### src/fifo_counting_semaphore_macros.svh
// Assertion helpers for the semaphore block.
// Each macro samples on clk and is disabled while rst_n is low.
`ifndef FIFO_COUNTING_SEMAPHORE_MACROS_SVH
`define FIFO_COUNTING_SEMAPHORE_MACROS_SVH
`ifndef SYNTHESIS
`define FCS_ASSERT_SAME(lbl, ante, cons) \
    lbl: assert property (@(posedge clk) disable iff (!rst_n) (ante) |-> (cons)) \
        else $error("semaphore check failed");
`define FCS_ASSERT_NEXT(lbl, ante, cons) \
    lbl: assert property (@(posedge clk) disable iff (!rst_n) (ante) |=> (cons)) \
        else $error("semaphore check failed");
`else
`define FCS_ASSERT_SAME(lbl, ante, cons)
`define FCS_ASSERT_NEXT(lbl, ante, cons)
`endif
`endif

### src/fcs_pkg.sv
`timescale 1ns / 1ps
`default_nettype none
package fcs_pkg;

    // fixed field widths
    localparam int ID_W     = 4;
    localparam int PERMIT_W = 16;
    localparam int WAIT_W   = 5;
    localparam int STATUS_W = 3;
    localparam int DATA_W   = 32;
    localparam int ADDR_W   = 3;

    localparam int QUEUE_DEPTH_DEF = 16;

    localparam logic [PERMIT_W-1:0] PERMIT_MAX = '1;

    // register index decoded from paddr
    localparam logic REG_INIT_PERMITS = 1'b0;

    // opcodes
    localparam logic OP_ACQUIRE = 1'b0;
    localparam logic OP_RELEASE = 1'b1;

    typedef enum logic [STATUS_W-1:0] {
        ST_GRANTED   = 3'd0,
        ST_QUEUED    = 3'd1,
        ST_FULL      = 3'd2,
        ST_ADDED     = 3'd3,
        ST_SATURATED = 3'd4
    } status_t;

    typedef struct packed {
        logic            opcode;
        logic [ID_W-1:0] requester_id;
    } fcs_in_t;

    typedef struct packed {
        status_t             status;
        logic                grant_valid;
        logic [ID_W-1:0]     granted_id;
        logic [PERMIT_W-1:0] permits_left;
        logic [WAIT_W-1:0]   waiters_left;
    } fcs_out_t;

endpackage
`default_nettype wire

### src/fifo_counting_semaphore.sv
`timescale 1ns / 1ps
`default_nettype none
// Counting semaphore with a first-in first-out wait queue.
// Command channel: drive cmd (opcode, requester_id) with start high; the
// transaction is taken at a rising edge where start is high and busy is low.
// Result channel: done is high for exactly one cycle with result valid; the
// receiver must take it then, it cannot stall the block.
// Latency: the cycle after acceptance executes the access (busy high), and
// the result is strobed in the cycle after that.
// No start is taken while busy is high. The wait queue lives in a RAM with
// a registered read; the head entry is read during the accept cycle and used
// in the execute cycle. A new start is taken while done shows.
// Configuration: APB write to address 0 sets initial_permits; the count is
// loaded too when no waiter is queued. Write only while the block is idle.
// Reset: count, queue pointers and fill clear, initial_permits reads zero;
// queue RAM contents are left as they are, only pushed entries are ever used.
module fifo_counting_semaphore
    import fcs_pkg::*;
#(
    parameter int QUEUE_DEPTH = QUEUE_DEPTH_DEF
) (
    input  logic              clk,
    input  logic              rst_n,
    // command channel
    input  logic              start,
    output logic              busy,
    input  fcs_in_t           cmd,
    // result channel
    output logic              done,
    output fcs_out_t          result,
    // configuration port
    input  logic              psel,
    input  logic              penable,
    input  logic              pwrite,
    input  logic [ADDR_W-1:0] paddr,
    input  logic [DATA_W-1:0] pwdata,
    output logic [DATA_W-1:0] prdata,
    output logic              pready
);

`include "fifo_counting_semaphore_macros.svh"

    localparam int PTR_W  = $clog2(QUEUE_DEPTH);
    localparam int FILL_W = $clog2(QUEUE_DEPTH + 1);
    localparam logic [PTR_W-1:0]  PTR_LAST = PTR_W'(QUEUE_DEPTH - 1);
    localparam logic [FILL_W-1:0] FILL_MAX = FILL_W'(QUEUE_DEPTH);

    typedef enum logic [1:0] {
        S_IDLE = 2'b01,
        S_EXEC = 2'b10
    } state_t;

    state_t              state_reg, state_next;
    fcs_in_t             cmd_reg;
    logic [PERMIT_W-1:0] init_permits_reg;
    logic [PERMIT_W-1:0] permit_reg, permit_next;
    logic [PTR_W-1:0]    head_reg, head_next;
    logic [PTR_W-1:0]    tail_reg, tail_next;
    logic [FILL_W-1:0]   fill_reg, fill_next;
    logic                done_reg;
    fcs_out_t            result_reg, result_next;

    logic                accept;
    logic                exec;
    logic                cfg_wr;
    logic                push;
    logic [ID_W-1:0]     head_id;

    assign accept = start && !busy;
    assign exec   = (state_reg == S_EXEC);
    assign busy   = exec;
    assign done   = done_reg;
    assign result = result_reg;

    // config port
    assign pready = 1'b1;
    assign cfg_wr = psel && penable && pwrite && pready
                    && (paddr[2] == REG_INIT_PERMITS);
    assign prdata = (paddr[2] == REG_INIT_PERMITS) ? DATA_W'(init_permits_reg) : '0;

    // wait queue storage, read address tracks the head
    fcs_ram #(
        .WIDTH (ID_W),
        .DEPTH (QUEUE_DEPTH)
    ) u_queue (
        .clk     (clk),
        .wr_en   (push),
        .wr_addr (tail_reg),
        .wr_data (cmd_reg.requester_id),
        .rd_addr (head_reg),
        .rd_data (head_id)
    );

    // sequencer
    always_comb
    begin
        state_next = state_reg;
        case (state_reg)
            S_IDLE:  if (start) state_next = S_EXEC;
            S_EXEC:  state_next = S_IDLE;
            default: state_next = S_IDLE;
        endcase
    end

    // execute the access
    always_comb
    begin
        permit_next = permit_reg;
        head_next   = head_reg;
        tail_next   = tail_reg;
        fill_next   = fill_reg;
        push        = 1'b0;
        result_next.status      = ST_GRANTED;
        result_next.grant_valid = 1'b0;
        result_next.granted_id  = '0;
        if (exec)
        begin
            if (cmd_reg.opcode == OP_ACQUIRE)
            begin
                if (permit_reg != '0)
                begin
                    permit_next             = permit_reg - 1'b1;
                    result_next.grant_valid = 1'b1;
                    result_next.granted_id  = cmd_reg.requester_id;
                end
                else if (fill_reg < FILL_MAX)
                begin
                    push      = 1'b1;
                    tail_next = (tail_reg == PTR_LAST) ? '0 : tail_reg + 1'b1;
                    fill_next = fill_reg + 1'b1;
                    result_next.status = ST_QUEUED;
                end
                else
                begin
                    result_next.status = ST_FULL;
                end
            end
            else
            begin
                if (fill_reg == '0)
                begin
                    if (permit_reg == PERMIT_MAX)
                    begin
                        result_next.status = ST_SATURATED;
                    end
                    else
                    begin
                        permit_next        = permit_reg + 1'b1;
                        result_next.status = ST_ADDED;
                    end
                end
                else
                begin
                    // pass the permit straight to the oldest waiter
                    head_next = (head_reg == PTR_LAST) ? '0 : head_reg + 1'b1;
                    fill_next = fill_reg - 1'b1;
                    result_next.grant_valid = 1'b1;
                    result_next.granted_id  = head_id;
                end
            end
        end
        result_next.permits_left = permit_next;
        result_next.waiters_left = WAIT_W'(fill_next);
    end

    // control and counter state
    always_ff @(posedge clk or negedge rst_n)
    begin
        if (!rst_n)
        begin
            state_reg        <= S_IDLE;
            init_permits_reg <= '0;
            permit_reg       <= '0;
            head_reg         <= '0;
            tail_reg         <= '0;
            fill_reg         <= '0;
            done_reg         <= 1'b0;
        end
        else
        begin
            state_reg <= state_next;
            head_reg  <= head_next;
            tail_reg  <= tail_next;
            fill_reg  <= fill_next;
            done_reg  <= exec;
            if (cfg_wr)
            begin
                init_permits_reg <= pwdata[PERMIT_W-1:0];
            end
            if (cfg_wr && fill_reg == '0)
            begin
                permit_reg <= pwdata[PERMIT_W-1:0];
            end
            else
            begin
                permit_reg <= permit_next;
            end
        end
    end

    // payload registers
    always_ff @(posedge clk)
    begin
        if (accept)
        begin
            cmd_reg <= cmd;
        end
        if (exec)
        begin
            result_reg <= result_next;
        end
    end

    // checks
    `FCS_ASSERT_NEXT(a_accept_busy, accept, busy)
    `FCS_ASSERT_NEXT(a_exec_done, busy, done && !busy)
    `FCS_ASSERT_SAME(a_fill_bound, 1'b1, fill_reg <= FILL_MAX)
    `FCS_ASSERT_SAME(a_nogrant_id, done && !result.grant_valid, result.granted_id == '0)

endmodule
`default_nettype wire

### src/fcs_ram.sv
`timescale 1ns / 1ps
`default_nettype none
module fcs_ram #(
    parameter int WIDTH = 4,
    parameter int DEPTH = 16
) (
    input  logic                     clk,
    input  logic                     wr_en,
    input  logic [$clog2(DEPTH)-1:0] wr_addr,
    input  logic [WIDTH-1:0]         wr_data,
    input  logic [$clog2(DEPTH)-1:0] rd_addr,
    output logic [WIDTH-1:0]         rd_data
);

    logic [WIDTH-1:0] mem [DEPTH];

    // one write port, registered read port
    always_ff @(posedge clk)
    begin
        if (wr_en)
        begin
            mem[wr_addr] <= wr_data;
        end
        rd_data <= mem[rd_addr];
    end

endmodule
`default_nettype wire

### config.mk
export PLATFORM = sky130hd
export DESIGN_NAME = fifo_counting_semaphore
export DESIGN_NICKNAME = d
export VERILOG_FILES = /design/src/fcs_pkg.sv /design/src/fifo_counting_semaphore.sv /design/src/fcs_ram.sv
export VERILOG_INCLUDE_DIRS = /design/src /design/src/src
export SDC_FILE = /design/constraint.sdc
export NUM_CORES = 1
export LEC_CHECK = 0
export ABC_AREA = 1
export ABC_CLOCK_PERIOD_IN_PS = 2300
export BUFFER_PORTS_ARGS = -buffer_cell sky130_fd_sc_hd__buf_4
export CORE_ASPECT_RATIO = 0.75
export CORE_UTILIZATION = 57
export DETAILED_ROUTE_END_ITERATION = 8
export GPL_ROUTABILITY_DRIVEN = 1
export HOLD_SLACK_MARGIN = 0.15
export PLACE_DENSITY = 0.84
export SETUP_SLACK_MARGIN = 0.5
export SYNTH_ARGS = -nofsm -noshare
export SYNTH_HDL_FRONTEND = slang
export SYNTH_SLANG_ARGS = --single-unit
### constraint.sdc
create_clock -name clk -period 2.3 [get_ports clk]
set_input_delay 0.23 -clock clk [delete_from_list [all_inputs] [get_ports clk]]
set_output_delay 0.23 -clock clk [all_outputs]
set_load 0.02 [all_outputs]
==> results of run 1 <==
## where the power goes
group | internal (mW) | switching [mW]
Sequential | 3.28 | 0.289
Combinational | 1.43 | 2.55
Clock | 1.64 | 1.13
## stage by stage
stage          hold slack (ns)  power, mW  utilization, %
3_3_place_gp             0.295       6.30            66.1
4_1_cts                  0.331       9.47            76.0
2_1_floorplan          -0.0656       5.44               -
3_5_place_dp             0.299       6.38            66.1
5_1_grt                  0.432       10.7            79.8
6_report                 0.384       10.3            79.8
## layer usage
metal	up-vias	GRT usage (%)	share of wire, %
li1	2932	-	-
met2	579	44.8	45
met3	94	10.5	13
met1	3132	42.6	38
met5	-	0	0
met4	0	11.8	3.7
## final cells by class
type,instances,share of cell area (%)
Clock buffer,25,5.42
Multi-Input combinational cell,531,32.2
Sequential cell,150,42.8
Inverter,92,3.77
Tap cell,166,2.10
Timing Repair Buffer,162,13.2
Clock inverter,7,0.556
## synthesized netlist by cell type, drive strengths merged (2+ instances only)
master,n
nand3,67
inv,90
o21ai,71
buf,26
a22oi,2
and2,3
nor3,5
nand4,6
a32o,4
nand2,179
conb,2
dfxtp,4
clkinv,2
nor2,126
o22ai,18
a31oi,2
dfrtp,47
ha,10
xor2,7
a21oi,6
edfxtp,98
clkbuf,17
nand3b,3
## path summary, 6_finish.rpt
path | start | to | slack [ns] | cells past startpoint
worst min register to register | state_reg[1] | state_reg[1] | 0.48 | 1
worst min-delay path | rst_n | permit_reg[0] | 0.38 | 2
worst max register to register | fill_reg[0] | result[3] | 0.37 | 9
min in group clk | state_reg[1] | state_reg[1] | 0.48 | 1
max in group asynchronous | rst_n | permit_reg[11] | 1.41 | 2
worst max-delay path | fill_reg[0] | result[3] | 0.37 | 9
## kinds of logic after synthesis
kind of cell	after synthesis
AND/OR/NAND/NOR	390
other	2
AO/OA/AOI/OAI	107
XOR/XNOR	7
buffers and inverters	135
adder cells (fa/ha/maj)	10
flip-flops	150
## repair_timing
action,CTS,global route
hold endpoints to repair,86,0
hold buffers,23,0
pin swaps,15,30
setup endpoints to repair,93,109
buffers inserted,18,19
gates resized for setup,64,95
==> results.txt, run 1 <==
A synthesized cell averages 9.16 um^2. The total negative setup slack was 0 ns. After global routing the overflow that remains totals 0. The fill cell total of the finished layout is 642, and the top-level I/O count is 110. For the pin with the worst max-slew slack, the measured transition is 0.682 ns. Excluding fillers, the count of instances in the completed layout stands at 1133.

The die is 100 um tall. The tools report the number of antenna violations at the first check in global routing as 0. Counting flops with a built-in enable in the synthesized netlist gives 98. After Yosys synthesis, and, or, nand and nor cells account for 23.3% of the synthesized area. The critical path's slowest cell is dfrtp_2. STA classifies the critical path startpoint as a flop. The first global-routing pass estimated 30500 um of wire.

The share of the clock period used by the worst path after layout is 84.1%, and the number of setup violations in the final report is 0. The cell area after layout is 9900 um^2. Timing would allow up to 517 MHz. The post-synthesis adder-cell area fraction was 1.71%; the worst setup timing slack at the placement stage was 0.0936 ns. The post-placement cell count is 1041, and the net count reported at finish is 1010.

The xor-xnor portion of the synthesized cell area was 0.938%. The run finished with clean final reports. Compared with the post-synthesis result, the final layout area differs by 34.9%. The post-place instance area came out at 8190 um^2. The top cell types in the final layout, fill and taps aside, are nand2_1 (143), buf_4 (131), edfxtp_1 (98), nor2_1 (78), inv_1 (73). The cell type with the largest total area after synthesis was edfxtp_1. The most numerous cell type found on the critical path is inv_2. The synthesized netlist contains 43 unique library cells.

Area of the multi-input gates: 3190 um^2. The floorplan die width works out to 133 um. The synthesized netlist devotes 8.17% of its cell area to compound gates. The register with the most flip-flops in the layout has 64 of them.

Of the post-synthesis cell area, the dominant cell type holds 40.1%. The post-synthesis instance total is 801, and the yosys synthesis warning count is 0. Summed over all layers, the routed wires come to 22100 um. Clock-pin slew was measured on the worst setup and hold paths at 0.07 ns.

The logs give 6737 for the detailed-route via count and 5983 for the number of global-route vias before repair. TritonCTS built the clock tree. Measured against its own limit, the worst slew margin works out to 54.5%.

Walking the worst path, the cells encountered are inv_2, ha_4, nand3_4, nand2_4, inv_2, nand2_2, inv_2, a22oi_1, o21ai_1. Root cell of the clock tree: clkbuf_16. The maximum fanout count along the critical path was 8; the register bit count reported by yosys was 150. The number of hold violations in the final report was 0; the mux share of post-synthesis cell area was 0%. The tightest min-delay check is of the in2async type. The floorplan has 35 rows.

By area the synthesized netlist is led by edfxtp_1 (40%), dfrtp_1 (16%), nand2_1 (8.7%). The power density normalized to cell area is 1040 nW/um^2, and the final count of pins violating max slew is 0. The sequential cells in the finished layout cover a total of 4230 um^2. Grouping stages by cell kind, the critical path spends the most delay in simple AND/OR/NAND/NOR gates.

For the number of clock sinks seen by CTS, the log shows 150. The critical path class was reg2reg. The diode insertion count for antenna repair was 0; the post-detailed-route count of antenna-violating nets was 0. The core region is 12400 um^2. The share of synthesized registers carrying an async set or reset was 32.0%. Dividing the detail-routed via count by the number of cells gives 5.95. In the post-route analysis, the smallest setup slack over all paths is 0.367 ns.

Across every metal layer, demand over resource in global routing totals 30.7%. The most used flip-flop cell after synthesis is edfxtp_1. The main combinational cell family by area after synthesis was simple AND/OR/NAND/NOR gates. For the worst setup path, the data required time is 2.47 ns. Once detailed placement completed, the half-perimeter wirelength came to 12400 um. The post-synthesis cell area was 7340 um^2. Setup repair after global routing could not meet its margin everywhere. Counting both buffers and inverters, the worst setup path holds a total of 3. The number of levels in the clock H-tree is 4. Max-cap violations in this run came to 0. Cells with a size suffix above 1 make up 32.5% of the layout.

The number of buffers inserted during clock tree synthesis came out at 17. The pre-antenna-repair detailed-routing pass consisted of 7 iterations. The die covers 13300 um^2.

The run gives 0.43 ns as the insertion delay to the later sink of the worst-skew pair. The run gives 0.0101 ns as the largest clock skew in the final design. Leaving out fill and tap cells, the most frequent cell in the layout is nand2_1. The congestion estimate from routability-driven global placement came to 0.972. The number of violations reported at the end of detailed-routing iteration 0 came out at 1074.

Input and output buffers added on the ports amount to 74. The analysis attributes to cell leakage a power of 4.16 nW. For this run, design rule violations remaining after detail routing come to 0. The tools report the sequential element share of the synthesized area as 57.6%.

The final critical path time including I/O delays and setup is 1.93 ns, and the worst supply voltage drop on vdd is 0.000723 V. The data arrival time of the critical path came out at 2.10 ns. For this configuration, the core starts out at a cell density of 59.2%. The maximum root-to-sink buffer count is 2. Dividing the detail-routed wire length by the instance count gives 19.5 um. The type of element capturing the critical path was a flop. For this run, the slowest stage of the critical path takes 0.45 ns. Largest net degree at the start of global routing: 49.
(Power assumes the default switching activity.)
==> run 2, diff against run 1 <==
- ABC_CLOCK_PERIOD_IN_PS: 2300 -> 1800
- clock period: 2.3 -> 1.8 ns (I/O delays scaled with it)
==> results.txt, run 2 <==
The Yosys step of the flow raised 0 warnings. By count the netlist is led by nand2_1 (171), nor2_1 (114), edfxtp_1 (98). The kind of pin the worst path terminates on was a register input.

Of all flip-flops after synthesis, the portion carrying an async set or reset was 32.0%. For this configuration, the core starts out at a cell density of 59.2%. The initialized floorplan defines 35 standard-cell rows. During I/O placement, the number of pins put on the boundary was 110. The congestion estimate from routability-driven global placement came to 0.946. In this run the cell area of the synthesized design comes to 7340 um^2.

Root cell of the clock tree: clkbuf_16. Sequential elements use 57.6% of the synthesized area. For the maximum root-to-sink buffer count, the log shows 2. In this run the cell area measured after placement is 8780 um^2. The quantity of I/O buffers inserted on ports was 74; the overall global routing resource usage was 71.7%.

The fraction of post-synthesis cell area in the top cell type by area is 40.1%, and the die height is 100 um. The detailed-placement wirelength estimate was 13700 um. From left edge to right edge, the die measures 133 um. The run stopped with a tool error.

Counting every instance in the synthesized netlist gives 801. Ranked by total cell area, the synthesized netlist is headed by edfxtp_1 (40%), dfrtp_1 (16%), nand2_1 (8.7%). The first error in the log reads "[ERROR GRT-0232] Routing congestion too high. Check the congestion heatmap in the GUI". Entering global routing, the biggest net connects 49 pins. The most used flip-flop cell after synthesis is edfxtp_1.

The number of different library cells used by synthesis comes to 43. The last worst endpoint in the global-route repair_timing was u_queue.mem[10][1]$_DFFE_PP_/DE. Among all cell types in the netlist, the one instantiated most often is nand2_1. The logs give 17 for the number of buffers inserted during clock tree synthesis and 4 for the number of levels in the clock H-tree.

The tools report the stage where the flow stopped as global routing. Of all cell types, the one taking the most synthesized area is edfxtp_1. For this design, the sink count on the clock tree is 150.

In this run, synthesis produced a sequential element count of 150. After global routing the overflow that remains totals 35. The per-instance average area after synthesis was 9.16 um^2. Yosys mapped a number of flops with a built-in enable equal to 98.
-- run 2: cell counts after synthesis --
Identical to the previous run, type by type.
-- run 2: per-stage QoR --
step	instances	worst slack [ns]
CTS	1190	-0.0446
global placement	1083	-0.0584
floorplan	816	-0.0254
detailed placement	1083	-0.104
-- run 2: kinds of logic after synthesis --
logic type | after synthesis | synth area share, %
and+or+nand+nor | 390 | 23.3
AOI/OAI and AO/OA | 107 | 8.17
other | 2 | 0.102
adders and majority gates | 10 | 1.71
buffers and inverters | 135 | 8.20
xor gates and xnor gates | 7 | 0.938
DFF | 150 | 57.6
-- run 2: per-layer routing --
layer / overflow / global-route usage (%)
met1: 1 / 73.1
met2: 16 / 89.9
met3: 1 / 55.7
met4: 17 / 66.8
met5: 0 / 28.1
-- run 2: repair_timing --
item | CTS
endpoints found under the setup margin | 160
resized for setup | 230
hold endpoints to repair | 86
hold buffers | 23
buffers inserted | 45
pin swaps | 69
cloned | 7
==> run 3, diff against run 2 <==
- CORE_ASPECT_RATIO: 0.75 -> unset
- CORE_UTILIZATION: 57 -> 40
- HOLD_SLACK_MARGIN: 0.15 -> unset
- PLACE_DENSITY: 0.84 -> unset
- PLACE_DENSITY_LB_ADDON: unset -> 0.15
- SETUP_SLACK_MARGIN: 0.5 -> unset
==> results.txt, run 3 (same netlist as run 1, synthesis figures left out) <==
For the post-layout worst setup margin, the log shows 0.00456 ns. Entering global routing, the biggest net connects 49 pins. The number of global-route vias before repair is 5445.

In this run the horizontal extent of the chip is 137 um. In this run the number of H-tree levels came out at 4. The worst-margin pin slew is 0.674 ns, and the detailed-placement wirelength estimate is 13600 um. The logs give 17 for the number of buffers inserted during clock tree synthesis and 4.25 nW for the static leakage. The worst register-to-register path ends at u_queue.mem[11][3].

The number of clock sinks seen by CTS came out at 150. Before CTS, the worst setup slack after placement is -0.180 ns. On the final layout, the worst clock skew is 0.0138 ns.

The register-to-register setup slack is 0.005 ns. Hold path endpoint: init_permits_reg[1]. The first global-routing pass estimated 29200 um of wire. In the final layout, the share of cells above drive strength 1 is 33.2%. The first-pass iteration count of the detailed router was 4; the average routed wire per standard cell was 15.4 um.

For the worst setup path, the data required time is 1.93 ns. The most common library cell in the layout ignoring fill and taps is buf_4. The number of antenna violations at the first check in global routing was 0. The maximum root-to-sink buffer count is 2. The run gives 557 MHz as the peak clock frequency supported by timing. The number of hold violations in the final report was 0; the sum of overflow across all layers after global routing was 0. The final cell utilization of the core is 56.0%, and the depth of the worst register-to-register path is 9. After layout, the worst path uses 99.7% of the clock period.

The post-CTS clock slew at the launch and capture registers of the worst setup and hold paths was 0.06 ns; the die footprint was 18900 um^2. The first routing iteration left 408 violations. Number of flip-flops in the largest register: 64. The worst setup path is of the reg2reg kind. The maximum fanout count along the critical path came out at 5. The max capacitance violation total is 0.

The top cell types in the final layout, fill and taps aside, are buf_4 (160), nand2_1 (145), edfxtp_1 (98), nor2_1 (80), inv_1 (72). The quantity of I/O buffers inserted on ports came out at 74. The floorplan step set the die height to 137 um. The final layout contains routed wiring with a total length of 18800 um. The area growth from synthesis to final layout is 37.0%.

The worst setup path is launched from a flop. The floorplan has 49 rows. The count of cells in the finished layout, fillers not included, comes to 1224.

The post-detailed-route count of antenna-violating nets was 0; the final critical path time including I/O delays and setup was 1.80 ns. The cell sitting at the root of the clock tree is a clkbuf_16. VDD sags by at most 0.000714 V.

TritonCTS built the clock tree. The post-detailed-route via-to-cell ratio came out at 4.89. The insertion delay to the later sink of the worst-skew pair is 0.43 ns, and the power density normalized to cell area is 1290 nW/um^2. The class of the most critical hold timing path is in2reg. Overall global routing resource usage: 20.9%.

The type of element capturing the critical path is a flop. The post-detailed-route DRC marker count came out at 0. Setup repair after global routing could not meet its margin everywhere. The hold-critical path depth was 3. The run finished with clean final reports. The placed instances occupy a cell area of 8710 um^2. The tools report the post-placement cell count as 1163. The final count of pins violating max slew came out at 0. The top-level I/O count was 110.

The run gives 12.9 mW as the total chip power. Once the floorplan was initialized, standard cells occupied 40.9% of the core. The net count reported at finish is 1038. In this run the most critical hold path is launched from pwdata[1]. The startpoint identified for the worst register-to-register timing path is permit_reg[3]. The detailed-route via count is 5982. The finished cells cover 10100 um^2.

The final estimated routing congestion in global placement was 0.889; the number of setup violations in the final report was 0. Data arrives at the worst endpoint at 1.92 ns. The tools report the placeable core region as 18000 um^2. The worst pin sits at a relative slew slack of 55.1%.

For the diode insertion count for antenna repair, the log shows 0.
==> run 3: how the worst max path moves through the flow <==
stage	from	to	slack, ns	cells past startpoint
global route	permit_reg[3]	u_queue.mem[11][3]	-0.09	9
global placement	permit_reg[8]	u_queue.mem[4][0]	-0.15	9
CTS	permit_reg[0]	u_queue.mem[11][3]	-0.02	10
detailed placement	permit_reg[8]	u_queue.mem[4][0]	-0.18	9
floorplan	permit_reg[0]	u_queue.mem[8][0]	-0.07	10
finish	permit_reg[3]	u_queue.mem[11][3]	0.005	9
==> run 3: final cells by class <==
class	count	area, um^2
sequential	150	4230
fill	1584	7910
clock buffer	18	429
multi-input combinational	531	3090
inverter	92	369
tap	229	287
clock inverter	14	135
timing repair buffer	190	1510
==> run 3: metrics by stage <==
step	TNS, ns	hold WS (ns)
after floorplan	-2.69	-0.116
after global placement	-5.16	0.257
after detailed placement	-8.26	0.266
after CTS	-0.139	0.00419
after global routing	-4.05	0.0179
final	0	0.00750
==> run 3: metal layers <==
layer / wire length [um] / track usage [%] / share of wire [%] / vias to the layer above
met4: 268 / 6.90 / 1.4 / 0
met5: 0 / 0 / 0 / -
met2: 8210 / 29.7 / 44 / 157
li1: - / - / - / 2985
met3: 766 / 3.94 / 4.1 / 21
met1: 9580 / 31.5 / 51 / 2819
==> run 3: what timing repair did <==
| item | in CTS | in global routing |
|---|---|---|
| pin swaps | 14 | 35 |
| hold buffers | 21 | 0 |
| resized for setup | 49 | 83 |
| buffers inserted | 2 | 6 |
| endpoints found under the setup margin | 86 | 105 |
| hold endpoints to repair | 77 | 0 |
| cloned | 0 | 0 |
==> run 3: worst max-delay path: stages (launching register included) <==
cell and delay (ns):
dfrtp_1 0.42, nor2_2 0.17, nand2_2 0.10, nor2_4 0.15
nand3_4 0.10, nor2_4 0.12, nand2_4 0.08, clkinv_8 0.10
nand2_8 0.10, nor2_4 0.17
==> run 3: power breakdown <==
part / internal [mW] / switching [mW]
Clock: 1.93 / 1.51
Combinational: 2.08 / 2.97
Sequential: 4.18 / 0.250
==> run 4, diff against run 3 <==
- CELL_PAD_IN_SITES_DETAIL_PLACEMENT: unset -> 0
- CELL_PAD_IN_SITES_GLOBAL_PLACEMENT: unset -> 2
- CORE_UTILIZATION: 40 -> 35
- SYNTH_HIERARCHICAL: unset -> 1
==> results.txt, run 4 <==
The logs give 0.000626 V for the worst supply voltage drop on vdd and 7.68 mW for the internal power consumption. The top cell types in the final layout, fill and taps aside, are nand2_1 (221), buf_4 (176), inv_1 (113), edfxtp_1 (98), nand3_1 (87). STA classifies the critical path endpoint as a flop.

The run gives 21200 um^2 as the placeable core region. In the post-synthesis netlist, the biggest area contributors are edfxtp_1 (38%), dfrtp_1 (15%), nand2_1 (12%). The final estimated routing congestion in global placement is 0.903, and the detailed-placement wirelength estimate is 15500 um. For this block, the via count after detailed routing is 6344. Across the run, the number of max-cap violations was 0. The die footprint was 22500 um^2.

Dividing the detail-routed wire length by the instance count gives 16.0 um. Source of the worst hold timing path: start. Global routing consumed, over all layers together, 20.5% of the routing resources. The logs give 7650 um^2 for the post-synthesis cell area and 4.79 nW for the static leakage. Counting flops with an async set or reset pin after synthesis yields a share of 32.0%.

Compared with the post-synthesis result, the final layout area differs by 38.0%. The first global-routing pass estimated 34000 um of wire. The per-instance average area after synthesis was 8.83 um^2; the fraction of power spent switching nets was 35.3%. After synthesis, flip-flops and latches occupy 55.2% of the total area. The tree is rooted in a clkbuf_16.

The number of enable-type register cells in the synthesized netlist is 98, and the post-CTS clock slew at the launch and capture registers of the worst setup and hold paths is 0.06 ns. Registers are responsible for 36.1% of the overall power. In this run the deepest clock path goes through 2 buffers. The analysis attributes to net switching a power of 4.19 mW. Among all flip-flop cells after synthesis, the most frequent one is edfxtp_1. The run gives 44 as the distinct cell type count after synthesis.

The register bit count reported by yosys works out to 150. The tools report the number of violations reported at the end of detailed-routing iteration 0 as 323. The class of the most critical hold timing path was in2reg.

The number of antenna diodes in the final layout is 0. For this run, design rule violations remaining after detail routing come to 0. Summed over all layers, the global routing overflow is 0.

Leaving out fill and tap cells, the most frequent cell in the layout is nand2_1. Largest clock skew in the final design: 0.00927 ns. Power spread over the standard cell area amounts to 1120 nW/um^2. The hold-critical path depth is 3, and the worst-margin pin slew is 0.727 ns. Top-level I/O count: 110.

The post-synthesis instance total was 867; the number of levels in the clock H-tree was 4. The post-place instance area is 9070 um^2. The fraction of post-synthesis cell area in the top cell type by area was 38.5%; the post-detailed-route count of antenna-violating nets was 0. The run gives 6 as the yosys synthesis warning count. The maximum fanout count along the critical path is 5, and the required time at the worst-slack endpoint is 1.92 ns. STA puts the critical path data arrival time at 2.07 ns. The tools report the destination of the worst register-to-register timing path as u_queue/mem[7][0]. Measured along the x axis, the die boundary spans 150 um. For the fill cell total of the finished layout, the log shows 2055. The worst register-to-register path has a setup slack of -0.14 ns.

In the final design database the tool counted 1121 nets. The number of antenna violations at the first check in global routing is 0, and the number of setup violations in the final report is 85. The critical path class was reg2reg. nand2_1 is the most common cell in the netlist.

The number of global-route vias before repair was 6361; the largest net degree at the start of global routing was 49. Setup repair after global routing could not meet its margin everywhere. The clock network accounts for 27.4% of the total power. The hold path endpoint was state_reg[1]. First-pass iteration count of the detailed router: 5. For the number of hold violations in the final report, the log shows 0. The worst setup path is launched from a flop.

The insertion delay to the later sink of the worst-skew pair was 0.43 ns; the number of standard-cell rows in the floorplan was 53. Counting instances in the post-synthesis netlist gives the leading cell types as nand2_1 (244), inv_1 (123), nand3_1 (104). The startpoint of the worst-slack reg-to-reg timing path was permit_reg[0]. The critical path goes through inv_2, ha_4, nand2_4, nor2_4, nand4_4, nor2_4, nand2_4, inv_4, nand3b_1, buf_6, nor2_4. The run gives 0.0353 ns as the post-route worst hold slack. Cell seen most often among critical-path stages: nor2_4.

The critical path's slowest cell is dfrtp_1. In this run the vertical extent of the chip is 150 um. The combinational share of power is 36.6%, and the final count of pins violating max slew is 0.

For the cell area after layout, the log shows 10600 um^2. The post-layout worst setup margin came out at -0.141 ns. The post-detailed-route via-to-cell ratio was 4.68. The worst pin sits at a relative slew slack of 51.6%. The largest total area in the synthesized netlist belongs to edfxtp_1. The number of flip-flops in the largest register came out at 64. TritonCTS built the clock tree. The run gives 21600 um as the routed wire length. During placement, the flow inserted port buffers numbering 74. The worst path uses 108% of the clock period. The peak clock frequency supported by timing is 515 MHz, and the largest stage delay on the critical path is 0.41 ns.

The initial cell density of the core was 36.1%. The depth of the worst register-to-register path is 11, and the total negative setup slack is -7.45 ns. The post-route netlist has 32.9% of its cells at a drive strength greater than 1. Subtracting the final worst setup slack from the clock period gives 1.94 ns. The number of clock buffers added by TritonCTS is 17. CTS saw 150 sinks. The flow ran to the end, but the final reports show violations. The final reports fail on setup timing.
==> run 4: cell types whose count changed after synthesis, moves of 4 or more <==
cell,delta
nand3_1,+40
nor3_2,+4
nor2_1,-48
o22ai_1,-18
nor3_1,+6
o21ai_0,-39
buf_4,+5
nand2_1,+73
inv_1,+41
clkbuf_1,-11
nand4_1,+4
buf_6,+6
==> run 4: metal layers <==
layer	vias to the layer above	track usage (%)	wire length (um)	share of wire [%]
met5	-	0	0	0
met4	0	6.97	324	1.5
met3	23	4.09	952	4.4
met2	149	30.8	9550	44
met1	3004	29.4	10800	50
li1	3168	-	-	-
==> run 4: per-stage QoR <==
stage	power, mW	setup WS [ns]	std cells	utilization (%)
floorplan	6.42	-0.197	882	-
global placement	7.77	-0.232	1276	42.7
CTS	11.7	-0.231	1350	48.4
finish	11.9	-0.141	1356	49.8
detailed placement	7.79	-0.317	1276	42.7
global route	12.5	-0.245	1356	49.8
==> run 4: power groups by stage <==
stage | Sequential (mW) | Clock, mW | Combinational [mW]
after floorplan | 4.42 | 0 | 2.00
after global placement | 4.32 | 0 | 3.46
after detailed placement | 4.33 | 0 | 3.46
after CTS | 4.28 | 3.34 | 4.05
after global routing | 4.31 | 3.45 | 4.77
final | 4.28 | 3.25 | 4.34
==> run 4: how the worst max path moves through the flow <==
stage | startpoint | endpoint | depth (start not counted)
2_1_floorplan | permit_reg[4] | u_queue/mem[4][0] | 10
3_3_place_gp | permit_reg[1] | u_queue/mem[11][0] | 10
3_5_place_dp | permit_reg[1] | u_queue/mem[10][3] | 10
4_1_cts | permit_reg[7] | u_queue/mem[9][0] | 10
5_1_grt | permit_reg[0] | u_queue/mem[7][0] | 11
6_report | permit_reg[0] | u_queue/mem[7][0] | 11
==> run 4: critical path, delay by kind of cell, from the launching register on <==
family	cells	cell delay, ns
buf+inv	3	0.34
simple gates	7	0.73
flops	1	0.41
fa+ha+maj	1	0.15
==> run 4: kinds of logic after synthesis <==
group	count (synthesis)	share of synthesized area (%)
compound gates	48	3.58
xor+xnor	7	0.899
fa+ha+maj	7	1.14
buf+inv	177	10.8
flops	150	55.2
other cells	2	0.0981
simple gates	476	28.3
==> run 4: layout make-up <==
cell class | instances | area, um^2 | area share (%)
clock inverters | 10 | 75.1 | 0.711
repair buffers | 213 | 1720 | 16.2
multi-input cells | 555 | 3240 | 30.7
flip-flops and latches | 150 | 4230 | 40.0
well taps | 275 | 344 | 3.26
clock buffers | 22 | 454 | 4.30
inverters | 131 | 504 | 4.77
==> run 4: what timing repair did <==
action                                  in CTS  in global routing
endpoints found under the hold margin       78                  0
hold buffers                                22                  0
buffers inserted                            23                 13
pin swaps                                   35                 36
cloned                                       1                  0
gates resized for setup                     82                 66
endpoints found under the setup margin      97                117
